==> src/hdl/ost_pkg.sv <==
// shared types and codes for the ordered integer set table
// used by ost_front, ost_back and the top level
package ost_pkg;

    localparam logic [2:0] CMD_INSERT  = 3'd0;
    localparam logic [2:0] CMD_DELETE  = 3'd1;
    localparam logic [2:0] CMD_MEMBER  = 3'd2;
    localparam logic [2:0] CMD_ORDINAL = 3'd3;
    localparam logic [2:0] CMD_ELEMENT = 3'd4;
    localparam logic [2:0] CMD_CLEAR   = 3'd5;
    localparam logic [2:0] CMD_SORT    = 3'd6;

    localparam logic [1:0] STAT_OK      = 2'd0;
    localparam logic [1:0] STAT_PRESENT = 2'd1;
    localparam logic [1:0] STAT_FULL    = 2'd2;
    localparam logic [1:0] STAT_MISSING = 2'd3;

    typedef enum logic [2:0] {
        OP_INSERT,
        OP_DELETE,
        OP_MEMBER,
        OP_ORDINAL,
        OP_ELEMENT,
        OP_CLEAR,
        OP_SORT,
        OP_BAD
    } op_t;

    typedef struct packed {
        op_t         op;
        logic [31:0] value;
        logic [5:0]  position;
    } item_t;

    typedef enum logic [3:0] {
        ST_IDLE,
        ST_SEARCH,
        ST_SHUP_RD,
        ST_SHUP_WR,
        ST_SHDN_RD,
        ST_SHDN_WR,
        ST_ELEM_RD,
        ST_ELEM_Q,
        ST_SORT_I,
        ST_SORT_IQ,
        ST_SORT_JRD,
        ST_SORT_JCMP,
        ST_SORT_SW1,
        ST_SORT_SW2,
        ST_DONE
    } bstate_t;

endpackage

==> src/hdl/ordered_integer_set_table.sv <==
// top level of the ordered integer set table: front queue plus back sequencer
// depends on ost_pkg, ost_front, ost_back (and ost_ram below it)
//
//  channel | handshake           | payload
//  --------+---------------------+--------------------------------------------
//  in      | in_valid / in_stall | cmd, value, position
//  out     | out_valid/out_stall | status, found, read_value, ordinal_pos, count
//
// one item at a time in the back end; each leaves the queue, then runs a search (insert,
//   delete, member, ordinal) with a shift when an insert adds or a delete removes an entry,
//   an element read or a sort, and then loads the result register; clear and unknown
//   commands go straight to that load
// reset clears count and handshake state; ram contents are left as they are
// a finished item waits while the result register is full and stalled; the two entry
// front queue keeps accepting items meanwhile and stalls its input once both are taken
module ordered_integer_set_table
    import ost_pkg::*;
#(
    parameter int CAPACITY = 64
) (
    input  logic        clk,
    input  logic        rst_n,
    input  logic        in_valid,
    output logic        in_stall,
    input  logic [2:0]  cmd,
    input  logic signed [31:0] value,
    input  logic [5:0]  position,
    output logic        out_valid,
    input  logic        out_stall,
    output logic [1:0]  status,
    output logic        found,
    output logic signed [31:0] read_value,
    output logic [6:0]  ordinal_pos,
    output logic [6:0]  count
);

    logic  q_valid;
    logic  q_pop;
    item_t q_item;
    logic [31:0] rd_bits;

    ost_front u_front (
        .clk      (clk),
        .rst_n    (rst_n),
        .in_valid (in_valid),
        .in_stall (in_stall),
        .cmd      (cmd),
        .value    (value),
        .position (position),
        .q_valid  (q_valid),
        .q_item   (q_item),
        .q_pop    (q_pop)
    );

    ost_back #(.CAPACITY(CAPACITY)) u_back (
        .clk         (clk),
        .rst_n       (rst_n),
        .q_valid     (q_valid),
        .q_item      (q_item),
        .q_pop       (q_pop),
        .out_valid   (out_valid),
        .out_stall   (out_stall),
        .status      (status),
        .found       (found),
        .read_value  (rd_bits),
        .ordinal_pos (ordinal_pos),
        .count       (count)
    );

    assign read_value = $signed(rd_bits);

endmodule

==> src/hdl/ost_ram.sv <==
// generic single write port ram with one registered read port
// no dependencies
module ost_ram #(
    parameter int WIDTH = 32,
    parameter int DEPTH = 64
) (
    input  logic                     clk,
    input  logic                     we,
    input  logic [$clog2(DEPTH)-1:0] waddr,
    input  logic [WIDTH-1:0]         wdata,
    input  logic [$clog2(DEPTH)-1:0] raddr,
    output logic [WIDTH-1:0]         rdata
);

    logic [WIDTH-1:0] mem [DEPTH];

    always_ff @(posedge clk)
    begin
        if (we)
        begin
            mem[waddr] <= wdata;
        end
        rdata <= mem[raddr];
    end

endmodule

==> src/hdl/ost_front.sv <==
// front end: accepts items, decodes the command, holds them in a two entry queue
// depends on ost_pkg
module ost_front
    import ost_pkg::*;
(
    input  logic        clk,
    input  logic        rst_n,
    input  logic        in_valid,
    output logic        in_stall,
    input  logic [2:0]  cmd,
    input  logic [31:0] value,
    input  logic [5:0]  position,
    output logic        q_valid,
    output item_t       q_item,
    input  logic        q_pop
);

    item_t       slot_reg [2];
    logic        wr_ptr_reg, wr_ptr_next;
    logic        rd_ptr_reg, rd_ptr_next;
    logic [1:0]  fill_reg, fill_next;
    logic        push;
    op_t         op_dec;

    always_comb
    begin
        unique case (cmd)
            CMD_INSERT:  op_dec = OP_INSERT;
            CMD_DELETE:  op_dec = OP_DELETE;
            CMD_MEMBER:  op_dec = OP_MEMBER;
            CMD_ORDINAL: op_dec = OP_ORDINAL;
            CMD_ELEMENT: op_dec = OP_ELEMENT;
            CMD_CLEAR:   op_dec = OP_CLEAR;
            CMD_SORT:    op_dec = OP_SORT;
            default:     op_dec = OP_BAD;
        endcase
    end

    assign in_stall = (fill_reg == 2'd2);
    assign push     = in_valid && !in_stall;
    assign q_valid  = (fill_reg != 2'd0);
    assign q_item   = slot_reg[rd_ptr_reg];

    always_comb
    begin
        wr_ptr_next = wr_ptr_reg ^ push;
        rd_ptr_next = rd_ptr_reg ^ q_pop;
        fill_next   = fill_reg + {1'b0, push} - {1'b0, q_pop};
    end

    always_ff @(posedge clk or negedge rst_n)
    begin
        if (!rst_n)
        begin
            wr_ptr_reg <= 1'b0;
            rd_ptr_reg <= 1'b0;
            fill_reg   <= 2'd0;
        end
        else
        begin
            wr_ptr_reg <= wr_ptr_next;
            rd_ptr_reg <= rd_ptr_next;
            fill_reg   <= fill_next;
        end
    end

    always_ff @(posedge clk)
    begin
        if (push)
        begin
            slot_reg[wr_ptr_reg] <= '{op: op_dec, value: value, position: position};
        end
    end

    a_no_pop_empty: assert property (@(posedge clk) disable iff (!rst_n)
        q_pop |-> fill_reg != 2'd0)
        else $error("queue popped while empty");

    a_fill_range: assert property (@(posedge clk) disable iff (!rst_n)
        fill_reg != 2'd3)
        else $error("queue fill out of range");

endmodule

==> src/hdl/ost_back.sv <==
// back end: sequencer that runs each item against the element ram
// depends on ost_pkg and ost_ram
module ost_back
    import ost_pkg::*;
#(
    parameter int CAPACITY = 64
) (
    input  logic        clk,
    input  logic        rst_n,
    input  logic        q_valid,
    input  item_t       q_item,
    output logic        q_pop,
    output logic        out_valid,
    input  logic        out_stall,
    output logic [1:0]  status,
    output logic        found,
    output logic [31:0] read_value,
    output logic [6:0]  ordinal_pos,
    output logic [6:0]  count
);

    localparam int AW = $clog2(CAPACITY);
    localparam int CW = $clog2(CAPACITY + 1);
    localparam int PW = (CW > 6) ? CW : 6;

    bstate_t          state_reg, state_next;
    item_t            cur_reg, cur_next;
    logic [CW-1:0]    count_reg, count_next;
    logic [CW-1:0]    scan_reg, scan_next;
    logic [CW-1:0]    cmp_reg, cmp_next;
    logic             dv_reg, dv_next;
    logic [CW-1:0]    ptr_reg, ptr_next;
    logic [CW-1:0]    jdx_reg, jdx_next;
    logic [CW-1:0]    m_reg, m_next;
    logic [31:0]      mv_reg, mv_next;
    logic [31:0]      iv_reg, iv_next;
    logic [1:0]       res_status_reg, res_status_next;
    logic             res_found_reg, res_found_next;
    logic [31:0]      res_rd_reg, res_rd_next;
    logic [CW-1:0]    res_ord_reg, res_ord_next;
    logic             out_valid_reg, out_valid_next;
    logic [1:0]       out_status_reg, out_status_next;
    logic             out_found_reg, out_found_next;
    logic [31:0]      out_rd_reg, out_rd_next;
    logic [6:0]       out_ord_reg, out_ord_next;
    logic [6:0]       out_count_reg, out_count_next;

    logic             ram_we;
    logic [AW-1:0]    ram_waddr;
    logic [31:0]      ram_wdata;
    logic [AW-1:0]    ram_raddr;
    logic [31:0]      ram_q;

    logic             issue, hit, search_done, pos_ok, out_free;
    logic [CW-1:0]    ptr_inc;

    ost_ram #(.WIDTH(32), .DEPTH(CAPACITY)) u_ram (
        .clk   (clk),
        .we    (ram_we),
        .waddr (ram_waddr),
        .wdata (ram_wdata),
        .raddr (ram_raddr),
        .rdata (ram_q)
    );

    assign issue       = scan_reg < count_reg;
    assign hit         = dv_reg && (ram_q == cur_reg.value);
    assign search_done = hit || !issue;
    assign ptr_inc     = ptr_reg + 1'b1;
    assign pos_ok      = PW'(cur_reg.position) < PW'(count_reg);
    assign out_free    = !out_valid_reg || !out_stall;

    // next state
    always_comb
    begin
        state_next = state_reg;
        unique case (state_reg)
            ST_IDLE:
            begin
                if (q_valid)
                begin
                    unique case (q_item.op) inside
                        OP_INSERT, OP_DELETE, OP_MEMBER, OP_ORDINAL: state_next = ST_SEARCH;
                        OP_ELEMENT: state_next = ST_ELEM_RD;
                        OP_SORT:    state_next = ST_SORT_I;
                        default:    state_next = ST_DONE;
                    endcase
                end
            end
            ST_SEARCH:
            begin
                if (search_done)
                begin
                    if (cur_reg.op == OP_INSERT && !hit && count_reg < CW'(CAPACITY))
                    begin
                        state_next = ST_SHUP_RD;
                    end
                    else if (cur_reg.op == OP_DELETE && hit)
                    begin
                        state_next = ST_SHDN_RD;
                    end
                    else
                    begin
                        state_next = ST_DONE;
                    end
                end
            end
            ST_SHUP_RD:   state_next = (ptr_reg == '0) ? ST_DONE : ST_SHUP_WR;
            ST_SHUP_WR:   state_next = ST_SHUP_RD;
            ST_SHDN_RD:   state_next = (ptr_inc >= count_reg) ? ST_DONE : ST_SHDN_WR;
            ST_SHDN_WR:   state_next = ST_SHDN_RD;
            ST_ELEM_RD:   state_next = pos_ok ? ST_ELEM_Q : ST_DONE;
            ST_ELEM_Q:    state_next = ST_DONE;
            ST_SORT_I:    state_next = (ptr_inc >= count_reg) ? ST_DONE : ST_SORT_IQ;
            ST_SORT_IQ:   state_next = ST_SORT_JRD;
            ST_SORT_JRD:  state_next = (jdx_reg >= count_reg) ? ST_SORT_SW1 : ST_SORT_JCMP;
            ST_SORT_JCMP: state_next = ST_SORT_JRD;
            ST_SORT_SW1:  state_next = ST_SORT_SW2;
            ST_SORT_SW2:  state_next = ST_SORT_I;
            ST_DONE:      state_next = out_free ? ST_IDLE : ST_DONE;
            default:      state_next = ST_IDLE;
        endcase
    end

    // datapath and outputs
    always_comb
    begin
        cur_next        = cur_reg;
        count_next      = count_reg;
        scan_next       = scan_reg;
        cmp_next        = cmp_reg;
        dv_next         = 1'b0;
        ptr_next        = ptr_reg;
        jdx_next        = jdx_reg;
        m_next          = m_reg;
        mv_next         = mv_reg;
        iv_next         = iv_reg;
        res_status_next = res_status_reg;
        res_found_next  = res_found_reg;
        res_rd_next     = res_rd_reg;
        res_ord_next    = res_ord_reg;
        out_valid_next  = out_valid_reg && out_stall;
        out_status_next = out_status_reg;
        out_found_next  = out_found_reg;
        out_rd_next     = out_rd_reg;
        out_ord_next    = out_ord_reg;
        out_count_next  = out_count_reg;
        q_pop           = 1'b0;
        ram_we          = 1'b0;
        ram_waddr       = ptr_reg[AW-1:0];
        ram_wdata       = ram_q;
        ram_raddr       = ptr_reg[AW-1:0];
        unique case (state_reg)
            ST_IDLE:
            begin
                if (q_valid)
                begin
                    q_pop           = 1'b1;
                    cur_next        = q_item;
                    scan_next       = '0;
                    ptr_next        = '0;
                    res_status_next = (q_item.op == OP_BAD) ? STAT_MISSING : STAT_OK;
                    res_found_next  = 1'b0;
                    res_rd_next     = '0;
                    res_ord_next    = '0;
                    if (q_item.op == OP_CLEAR)
                    begin
                        count_next = '0;
                    end
                end
            end
            ST_SEARCH:
            begin
                // read one entry ahead while comparing the previous one
                if (issue && !hit)
                begin
                    ram_raddr = scan_reg[AW-1:0];
                    scan_next = scan_reg + 1'b1;
                    cmp_next  = scan_reg;
                    dv_next   = 1'b1;
                end
                if (search_done)
                begin
                    unique case (cur_reg.op)
                        OP_INSERT:
                        begin
                            if (hit)
                            begin
                                res_status_next = STAT_PRESENT;
                            end
                            else if (count_reg >= CW'(CAPACITY))
                            begin
                                res_status_next = STAT_FULL;
                            end
                            ptr_next = count_reg;
                        end
                        OP_DELETE:
                        begin
                            if (!hit)
                            begin
                                res_status_next = STAT_MISSING;
                            end
                            ptr_next = cmp_reg;
                        end
                        OP_MEMBER:
                        begin
                            res_found_next = hit;
                        end
                        default:
                        begin
                            if (hit)
                            begin
                                res_ord_next = cmp_reg + 1'b1;
                            end
                            else
                            begin
                                res_status_next = STAT_MISSING;
                            end
                        end
                    endcase
                end
            end
            ST_SHUP_RD:
            begin
                if (ptr_reg == '0)
                begin
                    ram_we     = 1'b1;
                    ram_waddr  = '0;
                    ram_wdata  = cur_reg.value;
                    count_next = count_reg + 1'b1;
                end
                else
                begin
                    ram_raddr = AW'(ptr_reg - 1'b1);
                end
            end
            ST_SHUP_WR:
            begin
                ram_we   = 1'b1;
                ptr_next = ptr_reg - 1'b1;
            end
            ST_SHDN_RD:
            begin
                if (ptr_inc >= count_reg)
                begin
                    count_next = count_reg - 1'b1;
                end
                else
                begin
                    ram_raddr = ptr_inc[AW-1:0];
                end
            end
            ST_SHDN_WR:
            begin
                ram_we   = 1'b1;
                ptr_next = ptr_inc;
            end
            ST_ELEM_RD:
            begin
                ram_raddr = AW'(cur_reg.position);
                if (!pos_ok)
                begin
                    res_status_next = STAT_MISSING;
                end
            end
            ST_ELEM_Q:
            begin
                res_rd_next = ram_q;
            end
            ST_SORT_I:
            begin
                ram_raddr = ptr_reg[AW-1:0];
            end
            ST_SORT_IQ:
            begin
                mv_next  = ram_q;
                iv_next  = ram_q;
                m_next   = ptr_reg;
                jdx_next = ptr_inc;
            end
            ST_SORT_JRD:
            begin
                ram_raddr = jdx_reg[AW-1:0];
            end
            ST_SORT_JCMP:
            begin
                if ($signed(ram_q) < $signed(mv_reg))
                begin
                    mv_next = ram_q;
                    m_next  = jdx_reg;
                end
                jdx_next = jdx_reg + 1'b1;
            end
            ST_SORT_SW1:
            begin
                ram_we    = 1'b1;
                ram_waddr = m_reg[AW-1:0];
                ram_wdata = iv_reg;
            end
            ST_SORT_SW2:
            begin
                ram_we    = 1'b1;
                ram_wdata = mv_reg;
                ptr_next  = ptr_inc;
            end
            ST_DONE:
            begin
                if (out_free)
                begin
                    out_valid_next  = 1'b1;
                    out_status_next = res_status_reg;
                    out_found_next  = res_found_reg;
                    out_rd_next     = res_rd_reg;
                    out_ord_next    = 7'(res_ord_reg);
                    out_count_next  = 7'(count_reg);
                end
            end
            default:
            begin
            end
        endcase
    end

    always_ff @(posedge clk or negedge rst_n)
    begin
        if (!rst_n)
        begin
            state_reg     <= ST_IDLE;
            count_reg     <= '0;
            dv_reg        <= 1'b0;
            out_valid_reg <= 1'b0;
        end
        else
        begin
            state_reg     <= state_next;
            count_reg     <= count_next;
            dv_reg        <= dv_next;
            out_valid_reg <= out_valid_next;
        end
    end

    always_ff @(posedge clk)
    begin
        cur_reg        <= cur_next;
        scan_reg       <= scan_next;
        cmp_reg        <= cmp_next;
        ptr_reg        <= ptr_next;
        jdx_reg        <= jdx_next;
        m_reg          <= m_next;
        mv_reg         <= mv_next;
        iv_reg         <= iv_next;
        res_status_reg <= res_status_next;
        res_found_reg  <= res_found_next;
        res_rd_reg     <= res_rd_next;
        res_ord_reg    <= res_ord_next;
        out_status_reg <= out_status_next;
        out_found_reg  <= out_found_next;
        out_rd_reg     <= out_rd_next;
        out_ord_reg    <= out_ord_next;
        out_count_reg  <= out_count_next;
    end

    assign out_valid   = out_valid_reg;
    assign status      = out_status_reg;
    assign found       = out_found_reg;
    assign read_value  = out_rd_reg;
    assign ordinal_pos = out_ord_reg;
    assign count       = out_count_reg;

    a_count_cap: assert property (@(posedge clk) disable iff (!rst_n)
        count_reg <= CW'(CAPACITY))
        else $error("element count above capacity");

    a_cmp_in_range: assert property (@(posedge clk) disable iff (!rst_n)
        (state_reg == ST_SEARCH && dv_reg) |-> cmp_reg < count_reg)
        else $error("compared entry beyond count");

    a_pop_idle: assert property (@(posedge clk) disable iff (!rst_n)
        q_pop |-> (state_reg == ST_IDLE && q_valid))
        else $error("item taken while busy");

    a_count_step: assert property (@(posedge clk) disable iff (!rst_n)
        (state_reg != ST_IDLE && state_reg != ST_SHUP_RD && state_reg != ST_SHDN_RD)
        |=> $stable(count_reg))
        else $error("count changed outside an update state");

endmodule
==> config.mk <==
export PLATFORM = sky130hd
export DESIGN_NAME = ordered_integer_set_table
export DESIGN_NICKNAME = d
export VERILOG_FILES = /design/src/hdl/ost_pkg.sv /design/src/hdl/ordered_integer_set_table.sv /design/src/hdl/ost_ram.sv /design/src/hdl/ost_front.sv /design/src/hdl/ost_back.sv
export SDC_FILE = /design/constraint.sdc
export NUM_CORES = 2
export LEC_CHECK = 0
export ABC_AREA = 1
export BUFFER_PORTS_ARGS = -buffer_cell sky130_fd_sc_hd__buf_2
export CAP_MARGIN = 20
export CELL_PAD_IN_SITES_DETAIL_PLACEMENT = 1
export CELL_PAD_IN_SITES_GLOBAL_PLACEMENT = 1
export CORE_MARGIN = 3
export CORE_UTILIZATION = 52
export CTS_CLUSTER_SIZE = 24
export DETAILED_ROUTE_END_ITERATION = 16
export MAX_ROUTING_LAYER = met4
export PLACE_DENSITY = 0.8
export SYNTH_ARGS = -nofsm -noshare
export SYNTH_HDL_FRONTEND = slang
export SYNTH_SLANG_ARGS = --single-unit
export TNS_END_PERCENT = 5
==> constraint.sdc <==
create_clock -name clk -period 4.82 [get_ports clk]
set_input_delay 0.964 -clock clk [delete_from_list [all_inputs] [get_ports clk]]
set_output_delay 0.964 -clock clk [all_outputs]
set_load 0.005 [all_outputs]
==> results.cfg <==
[synth]
synth-seq-cells = 2409
synth_edf_count = 2360
netlist_instances = 9495
synth-seq-area-share_pct = 68.3
syn_nets = 9612
muxShareOfSynthArea_pct = 0
synth-simple-area-share_pct = 21.0
synth_compound_area_share_pct = 1.77
yosys_warnings = 0
synth_cell_type_count = 54
synth_fa_ha_area_share_pct = 0.862
synth-xor-area-share_pct = 0.216
synthArstFlopShare_pct = 0.706
synth_top_family_by_area = simple AND/OR/NAND/NOR gates
synth_area_per_cell_um2 = 11.1
ys.flop_type = edfxtp_1
netlist_area_um2 = 105000

[sta]
fin_ws_ns = 0.00198
finalSetupViolations = 0
fin_hold_ws_ns = 0.220
period_needed_ns = 4.82
rsz0062_at_grt = yes
report.final.slew_viol_count = 0
relSlewSlack_pct = 15.1
hold_viol = 0
clock_skew_ns = 0.0513
worst_slew_pin_slew_ns = 1.26
timing.fmax_ghz = 0.208
post-route-period-util_pct = 100

[global_routing]
grt_pass1_vias = 83400
grt_remaining_overflow = 0
grt_first_pass_wirelength_um = 546000
grt_usage_pct = 36.3
grt_max_degree = 113
antenna_found_initial = 19

[floorplan]
io_pins = 96
die_w_um = 456
initial_core_util_pct = 52.5
die_area_um2 = 208000
die_h_um = 456
placementRows = 164
core_um2 = 201000

[layout]
instances_no_fill = 12700
fillCellCount = 20400
area_delta_synth_final_pct = 15.3
layout-drive-gt1-share_pct = 11.2
largest_reg_flops = 2048
finalNetCount = 9928
final_util_pct = 60.5

[clock_network]
clock_sink_count = 2409
clk_latency_ns = 0.95
ctsHtreeMaxLevel = 5
cts_max_path_buffers = 4
cts_buffers = 274
ctsRootBufferMaster = clkbuf_16
cts_tree = built
clkTransAtPathRegs_ns = 0.06

[setup_path]
end_kind = flip-flop
slowest_delay_ns = 0.73
arrival_ns = 5.63
cp_max_fo = 37
crit_chain = inv_1, nand2_1, nand2_1, nor2_1, nand3_1, nor2_1, nand3_2, nand2_1, nand2_1, nand2_4, buf_4, a21oi_4, buf_12, inv_8, buf_12, buf_4, nand3_1, nand3_1, nand3_1, nand3_1, nand2_1
crit_family = simple AND/OR/NAND/NOR gates
crit_type = reg -> reg
cp_slowest_cell = dfxtp_1
path_buf_inv = 6
startpoint_type = flip-flop
crit_required_ns = 5.63

[place]
preCtsSetupSlack_ns = -0.159
portBuffers = 95
gp_congestion = 0.901
placed_cells = 12200
hpwlAfterDp_um = 221000

[route]
wirelength_um = 374000
drt-wirelength-per-cell_um = 29.6
vias = 79000
drt-vias-per-instance = 6.24
dr.pass1.iters = 6
final_antenna_net_count = 0
initialDrtViolationCount = 11000
drc = 0

[min_path]
worstHoldPathType = in -> reg

[status]
outcome = completed

[flow_run]
maxCapViolations = 0
## cells by family after synthesis
family          after synthesis
simple gates               4621
flops                      2409
buf+inv                    2047
compound gates              320
fa+ha+maj                    72
xor+xnor                     26
## repair_timing
| item | 4_1_cts | 5_1_grt |
|---|---|---|
| hold endpoints to repair | 17 | 0 |
| pin swaps | 0 | 0 |
| cloned | 0 | 1 |
| hold buffers | 1 | 0 |
| resized for setup | 9 | 52 |
| setup endpoints to repair | 6 | 31 |
| setup buffers | 0 | 5 |
## stage by stage
step	area [um2]	setup TNS, ns
2_1_floorplan	105000	0
3_3_place_gp	113000	-0.0576
3_5_place_dp	113000	-0.173
4_1_cts	121000	0
5_1_grt	121000	-1.10
6_report	122000	0
## placed cells by master (no fill, tap or decap), types with 18 or more instances in the layout
cell type,n
a21oi_1,52
buf_12,96
buf_2,95
buf_4,369
clkbuf_1,43
clkbuf_16,284
clkinv_1,60
clkinv_2,32
dfxtp_1,28
edfxtp_1,2360
ha_1,69
inv_1,1480
inv_2,19
nand2_1,1843
nand3_1,1899
nand3_2,31
nand3b_1,576
nand4_1,18
nor2_1,111
nor2_4,68
o21ai_0,177
o221ai_4,25
or2_1,33
## Yosys cell counts (14+ instances only)
master	count	area, um2
o221ai_1	28	245
dfxtp_1	32	641
ha_1	71	888
nand4_1	18	113
nor2_1	177	664
buf_2	320	1600
buf_6	15	169
clkbuf_1	155	582
edfxtp_1	2360	70900
xor2_1	14	123
dfrtp_1	17	425
nand3_1	1932	9670
inv_2	22	82.6
a21oi_1	57	285
nand2_1	1843	6920
o21ai_0	177	886
nand3b_1	576	4320
buf_1	30	113
or2_1	33	206
buf_4	22	165
inv_1	1481	5560
## final cells by class
cell class	count	area, um2	area share (%)
Sequential cell	2409	71900	59.2
Multi-Input combinational cell	5039	26500	21.9
Clock buffer	341	7450	6.13
Inverter	1505	5690	4.68
Timing Repair Buffer	582	5560	4.58
Tap cell	2656	3320	2.74
Clock inverter	116	956	0.787
Antenna cell	13	32.5	0.0268
## final timing paths
path / start / slack [ns] / endpoint / cells after the start
worst min-delay path: position[2] / 0.22 / u_front.slot_reg[0][2] / 1
worst max-delay path: u_back.u_ram.rdata[27] / 0.002 / u_back.u_ram.rdata[29] / 21
min in group asynchronous: rst_n / 0.52 / u_back.count_reg[1] / 2
max in group asynchronous: rst_n / 3.96 / u_back.out_valid / 2
worst min register to register: u_back.res_rd_reg[8] / 0.41 / u_back.read_value[8] / 0
worst max register to register: u_back.u_ram.rdata[27] / 0.002 / u_back.u_ram.rdata[29] / 21
## routing by layer
| layer | share of wire (%) | track usage [%] | vias to the layer above |
|---|---|---|---|
| met5 | 0 | - | - |
| met4 | 5.8 | 19.0 | 0 |
| met3 | 11 | 7.20 | 1124 |
| li1 | - | - | 32900 |
| met1 | 36 | 44.8 | 39900 |
| met2 | 47 | 57.1 | 5008 |
Power is left out: the tool's default activity adds up to more than one toggle a clock period on the data nets, which glitch-free logic cannot reach.
